--- src/ocf_pkg.sv ---
`timescale 1ns / 1ps
// Shared widths and defaults for the open-channel flow pipeline.
// No dependencies; every module of the block imports this package.
package ocf_pkg;

   localparam int FRAC_BITS_DEF = 16;

   localparam int DEPTH_W    = 24;
   localparam int WIDTH_W    = 24;
   localparam int FACTOR_W   = 24;
   localparam int TARGET_W   = 32;
   localparam int MAXD_W     = 24;
   localparam int TOL_W      = 23;
   localparam int FLOW_W     = 32;
   localparam int ERR_W      = 32;
   localparam int ROOT_W     = 24;
   localparam int CSR_ADDR_W = 3;
   localparam int CSR_DATA_W = 32;

endpackage

--- src/ocf_flow.sv ---
`timescale 1ns / 1ps
// Final discharge product over two stages: split partial products, then
// the sum, scaling and saturation of the flow. Depends on ocf_pkg.
module ocf_flow #(
   parameter int FRAC_BITS = ocf_pkg::FRAC_BITS_DEF
) (
   input  logic                                clock,
   input  logic                                reset,
   input  logic                                advance,
   input  logic                                in_valid,
   input  logic [ocf_pkg::ROOT_W-1:0]          in_root,
   input  logic [ocf_pkg::FACTOR_W+ocf_pkg::DEPTH_W+ocf_pkg::WIDTH_W-2*FRAC_BITS-1:0] in_prod,
   input  logic                                in_in_range,
   output logic                                out_valid,
   output logic [ocf_pkg::FLOW_W-1:0]          out_flow,
   output logic                                out_in_range
);
   import ocf_pkg::*;

   localparam int B_W    = FACTOR_W + DEPTH_W + WIDTH_W - 2 * FRAC_BITS;
   localparam int LO_W   = (B_W + 1) / 2;
   localparam int HI_W   = B_W - LO_W;
   localparam int FULL_W = B_W + ROOT_W;

   logic [1:0]               vld_ff;
   logic                     rng0_ff, rng1_ff;
   logic [LO_W+ROOT_W-1:0]   plo_ff, plo_in;
   logic [HI_W+ROOT_W-1:0]   phi_ff, phi_in;
   logic [FLOW_W-1:0]        flow_ff, flow_in;
   logic [FULL_W-1:0]        full;
   logic [FULL_W-1:0]        scaled;

   always_comb begin
      plo_in  = (LO_W+ROOT_W)'(in_prod[LO_W-1:0]) * (LO_W+ROOT_W)'(in_root);
      phi_in  = (HI_W+ROOT_W)'(in_prod[B_W-1:LO_W]) * (HI_W+ROOT_W)'(in_root);
      full    = (FULL_W'(phi_ff) << LO_W) + FULL_W'(plo_ff);
      scaled  = full >> FRAC_BITS;
      flow_in = (|scaled[FULL_W-1:FLOW_W]) ? '1 : scaled[FLOW_W-1:0];
   end

   always_ff @(posedge clock) begin
      if (reset) begin
         vld_ff <= '0;
      end else if (advance) begin
         vld_ff <= {vld_ff[0], in_valid};
      end
      if (advance) begin
         plo_ff  <= plo_in;
         phi_ff  <= phi_in;
         rng0_ff <= in_in_range;
         flow_ff <= flow_in;
         rng1_ff <= rng0_ff;
      end
   end

   assign out_valid    = vld_ff[1];
   assign out_flow     = flow_ff;
   assign out_in_range = rng1_ff;

endmodule

--- config.mk ---
export PLATFORM = sky130hd
export DESIGN_NAME = ocf_flow
export DESIGN_NICKNAME = d
export VERILOG_FILES = /design/src/ocf_pkg.sv /design/src/ocf_flow.sv
export SDC_FILE = /design/constraint.sdc
export NUM_CORES = 2
export LEC_CHECK = 0
export ABC_AREA = 0
export BUFFER_PORTS_ARGS = -buffer_cell sky130_fd_sc_hd__buf_2
export CAP_MARGIN = 20
export CORE_MARGIN = 2
export CORE_UTILIZATION = 55
export CTS_CLUSTER_SIZE = 14
export DETAILED_ROUTE_END_ITERATION = 12
export GPL_TIMING_DRIVEN = 0
export PLACE_DENSITY = 0.74
export REMOVE_ABC_BUFFERS = 1
export SYNTH_ARGS = -nofsm -noshare
export SYNTH_HDL_FRONTEND = slang
export SYNTH_SLANG_ARGS = --single-unit
--- constraint.sdc ---
create_clock -name clock -period 7 [get_ports clock]
set_clock_uncertainty 0.05 [all_clocks]
set_input_delay 0.7 -clock clock [delete_from_list [all_inputs] [get_ports clock]]
set_output_delay 0.7 -clock clock [all_outputs]
set_load 0.02 [all_outputs]
## After elaboration in Yosys (flattened, before gate mapping)

Index checks and enable logic that the tools add are counted.

| operators by class | value |
|---|---|
| reductions and logical operators | 1 |
| add/subtract/negate cells | 1 |
| multipliers | 2 |

Operators by type and width:

| operator | count |
|---|---|
| 20-bit by 24-bit multiplier with 44-bit output | 2 |
| 64-bit by 44-bit adder with 64-bit output | 1 |
| 16-bit OR reduction | 1 |

| storage, ports and cells | value |
|---|---|
| logic and storage cells | 10 |
| input port bits | 69 |
| register bits after elaboration | 124 |

## Depth between registers and ports, before layout

| depth | value |
|---|---|
| depth after elaboration | 2 |
| depth in mapped cells | 28 |

## Worst setup path after synthesis

OpenSTA, ideal clock, no wires.

| timing | value |
|---|---|
| path type | input to register |
| start | input in_root[1] in the netlist's numbering |
| end | register plo_ff[43], data pin |
| arrival time | 6,986 ps |
| data required time | 6,680 ps |
| setup slack | -305 ps |
| setup time | 270 ps |
| stages on the path | 25 |
| cell sequence | clkbuf_1 -> clkbuf_1 -> nand2_1 -> fa_1 -> fa_1 -> inv_1 -> fa_1 -> fa_1 -> fa_1 -> fa_1 -> inv_1 -> fa_1 -> inv_1 -> ha_1 -> o21ai_0 -> a2111oi_0 -> nand3_1 -> a211oi_1 -> nor2_1 -> o21ai_0 -> o2bb2ai_1 -> o311a_1 -> o21ai_0 -> a21oi_1 -> a31oi_1 |

| on the way | value |
|---|---|
| cells in the longest elaborated chain, start to end | 1 |

RTL lines:

| element | RTL line | RTL |
|---|---|---|
| start, declared | ocf_flow.sv:11 | `input logic [ocf_pkg::ROOT_W-1:0] in_root,` |
| 20-bit by 24-bit multiplier with 44-bit output | ocf_flow.sv:34 | `plo_in = (LO_W+ROOT_W)'(in_prod[LO_W-1:0]) * (LO_W+ROOT_W)'(in_root);` |
| via plo_in[43] | ocf_flow.sv:27 | `logic [LO_W+ROOT_W-1:0] plo_ff, plo_in;` |
| end signal, assigned | ocf_flow.sv:48 | `plo_ff <= plo_in;` |
| end, declared | ocf_flow.sv:27 |  |

The timed path passes the listed nets, and every way through them passes these cells.
A chain may end at the register's enable or synchronous reset.

## Final worst setup path

| timing | value |
|---|---|
| start | input in_prod[14] in the netlist's numbering |
| end | register plo_ff[40], data pin |

| on the way | value |
|---|---|
| cells in the longest elaborated chain, start to end | 1 |

RTL lines:

| element | RTL line | RTL |
|---|---|---|
| start, declared | ocf_flow.sv:12 | `input logic [ocf_pkg::FACTOR_W+ocf_pkg::DEPTH_W+ocf_pkg::WIDTH_W-2*FRAC_BITS-1:0] in_prod,` |
| 20-bit by 24-bit multiplier with 44-bit output | ocf_flow.sv:34 |  |
| via plo_in[40] | ocf_flow.sv:27 |  |

The timed path passes the listed nets, and every way through them passes these cells.

==> summary.txt <==
Core Footprint: 65750 um2
port buffer count: 102
1st-iter DRT viols: 2309
Via density: 5.690
area of the multi-input gates: 30300 um2
clock transition at the registers of the reported paths: 0.08 ns
CTS tree: built
syn avg cell area: 9.154 um2
area grow syn2layout: 12.93%
synthesized instance count: 3987
fill cell count: 5275
Yosys top cell by area: fa_1
routed len/inst: 21.34 um
Fmax: 0.1374 GHz
worst slack, placed: -3.001 ns
Worst-Margin Slew: 0.9350 ns
CP Launch Type: input port
Setup violations, final: 10
CP dominant cell by count: fa_1
vias in the first global route: 29070
Core Rows: 94
clock sinks: 108
post-synthesis cell area: 36500 um2
kind of cell adding the most delay to the critical path: adder cells
Final WS setup: -0.2803 ns
Final Routed Wirelength: 103.5 mm
worst reg2reg setup slack: 2.31 ns
commonest non-fill, non-tap cell in the layout: inv_1
DIE WIDTH: 261.6 um
global placement routability congestion: 0.9033
Max Slew Vio Count: 0
drt pass-1 iters: 5
CP required: 7.09 ns
H-tree lvl count: 3
detailed-route via count: 27610
post-route antenna net violation count: 0
CTS Buf Count: 9
Final min period: 7.280 ns
number of synthesized register bits: 108
violated checks: setup timing
number of synthesized flops with an enable pin: 106
yosys synthesis warning count: 0
clock tree buffer depth: 2
commonest non-fill, non-tap cells in the layout: inv_1, fa_1, nand2_1
share of flip-flops with an asynchronous set or reset: 0%
initial core utilization: 55.51%
IO Pins: 103
Root Driver: clkbuf_16
WS Path Type: input port to flop
largest cells by area after synthesis: fa_1, ha_1, inv_1
hpwl dp: 66.57 mm
Yosys cell types: 72
status: complete, but fails checks
arrival time of the worst setup path: 7.37 ns
Worst Path Buf+Inv: 5
ys flop type: edfxtp_1
Worst Hold Class: flop to flop
fin nets: 5162
DR DRC count: 0
largest net degree at the start of global routing: 79
critical path's slowest cell: fa_1
CP max stage delay: 0.54 ns
initial antenna violation count: 8
first-pass GRT wire length: 160.3 mm
GRT Total Usage: 30.51%
FF+latch area: 3223 um2
worst-path fanout max: 24
Die Ht: 261.6 um
die area: 68430 um2
gr ovfl total: 0
worst skew pair latency: 0.36 ns
MaxCap Viol Count: 0
fin crit share: 104.0%
RSZ-0062 raised after global routing: yes
relative slew slack: 37.41%
sequential fraction of the synthesis area: 8.831%
post-synth top area share: 43.00%
Final Hold Fails: 0
CP endpoint kind: flop
layout cells sized above 1: 10.34%
-- final cells by class --
type	instances	share of cell area, %
tap	864	2.623
antenna	4	0.02429
clock inverter	7	0.2489
sequential	108	7.820
multi-input combinational	2791	73.51
inverter	890	8.105
timing repair buffer	179	7.122
clock buffer	9	0.5464
-- layer usage --
layer / vias up / GRT usage (%) / routed length [um] / share of wire (%)
li1: 11990 / - / - / -
met1: 14030 / 40.83 / 39990 / 39
met2: 1294 / 48.31 / 46580 / 45
met3: 291 / 6.804 / 10910 / 11
met4: 4 / 12.47 / 6009 / 5.8
met5: - / 0 / 32 / 0.031
-- flip-flops by register name, indices dropped and copies added (netlist names) --
register,count
plo_ff,28
vld_ff,2
rng0_ff,1
out_in_range,1
out_flow,32
phi_ff,44
-- cells in the mapped netlist, drive strengths merged, types with 3 or more instances --
library cell and n:
inv 890, fa 784, nand2 530, and2 511, ha 330, clkbuf 190, edfxtp 106, a21oi 98
o21ai 68, nor2 66, xnor2 64, a21o 55, nand4 34, xor2 28, nand3 23, nor3 21
nand2b 18, o21a 15, a31oi 14, o21bai 12, and3 11, nor2b 9, buf 8, o211ai 8
o31ai 8, a21boi 7, a221o 7, a31o 6, or3 6, a211oi 5, or2 5, a2111oi 4
a211o 4, mux2i 4, a311oi 3, o2111ai 3, or4 3
-- stage by stage --
stage	instances	hold slack (ns)	TNS, ns	area [um2]	util (%)
2_1_floorplan	3789	0.3503	-0.4780	35720	-
6_report	4852	0.3883	-1.266	41220	62.69
4_1_cts	4819	0.3872	-0.3393	40030	60.89
5_1_grt	4849	0.3919	-2.533	41210	62.68
3_3_place_gp	4755	0.3603	-65.87	37310	56.75
3_5_place_dp	4757	0.3671	-66.83	37350	56.81
-- cells by family after synthesis --
kind of cell               after synthesis  share of synthesized area, %
AOI/OAI and AO/OA                      335                         5.907
muxes                                    5                        0.1406
and+or+nand+nor                       1245                         17.31
xor gates and xnor gates                92                         2.208
buffers and inverters                 1088                         11.29
DFF                                    108                         8.831
adders and majority gates             1114                         54.32
-- repair_timing --
item / CTS / global route
resized for setup: 295 / 210
cloned: 29 / 10
setup endpoints to repair: 50 / 29
setup buffers: 18 / 20
pin swaps: 53 / 124
hold buffers: 0 / 0
-- final timing paths --
| kind | from | endpoint | cells after the start |
|---|---|---|---|
| worst max-delay path | in_prod[14] | plo_ff[40]$_DFFE_PP_ | 25 |
| worst min-delay path | rng0_ff$_DFFE_PP_ | out_in_range$_DFFE_PP_ | 0 |
| worst max register to register | plo_ff[42]$_DFFE_PP_ | out_flow[8]$_SDFFCE_PP1P_ | 13 |
| worst min register to register | rng0_ff$_DFFE_PP_ | out_in_range$_DFFE_PP_ | 0 |
Power is left out: the tool's default activity adds up to more than one toggle a clock period on the data nets, which glitch-free logic cannot reach.
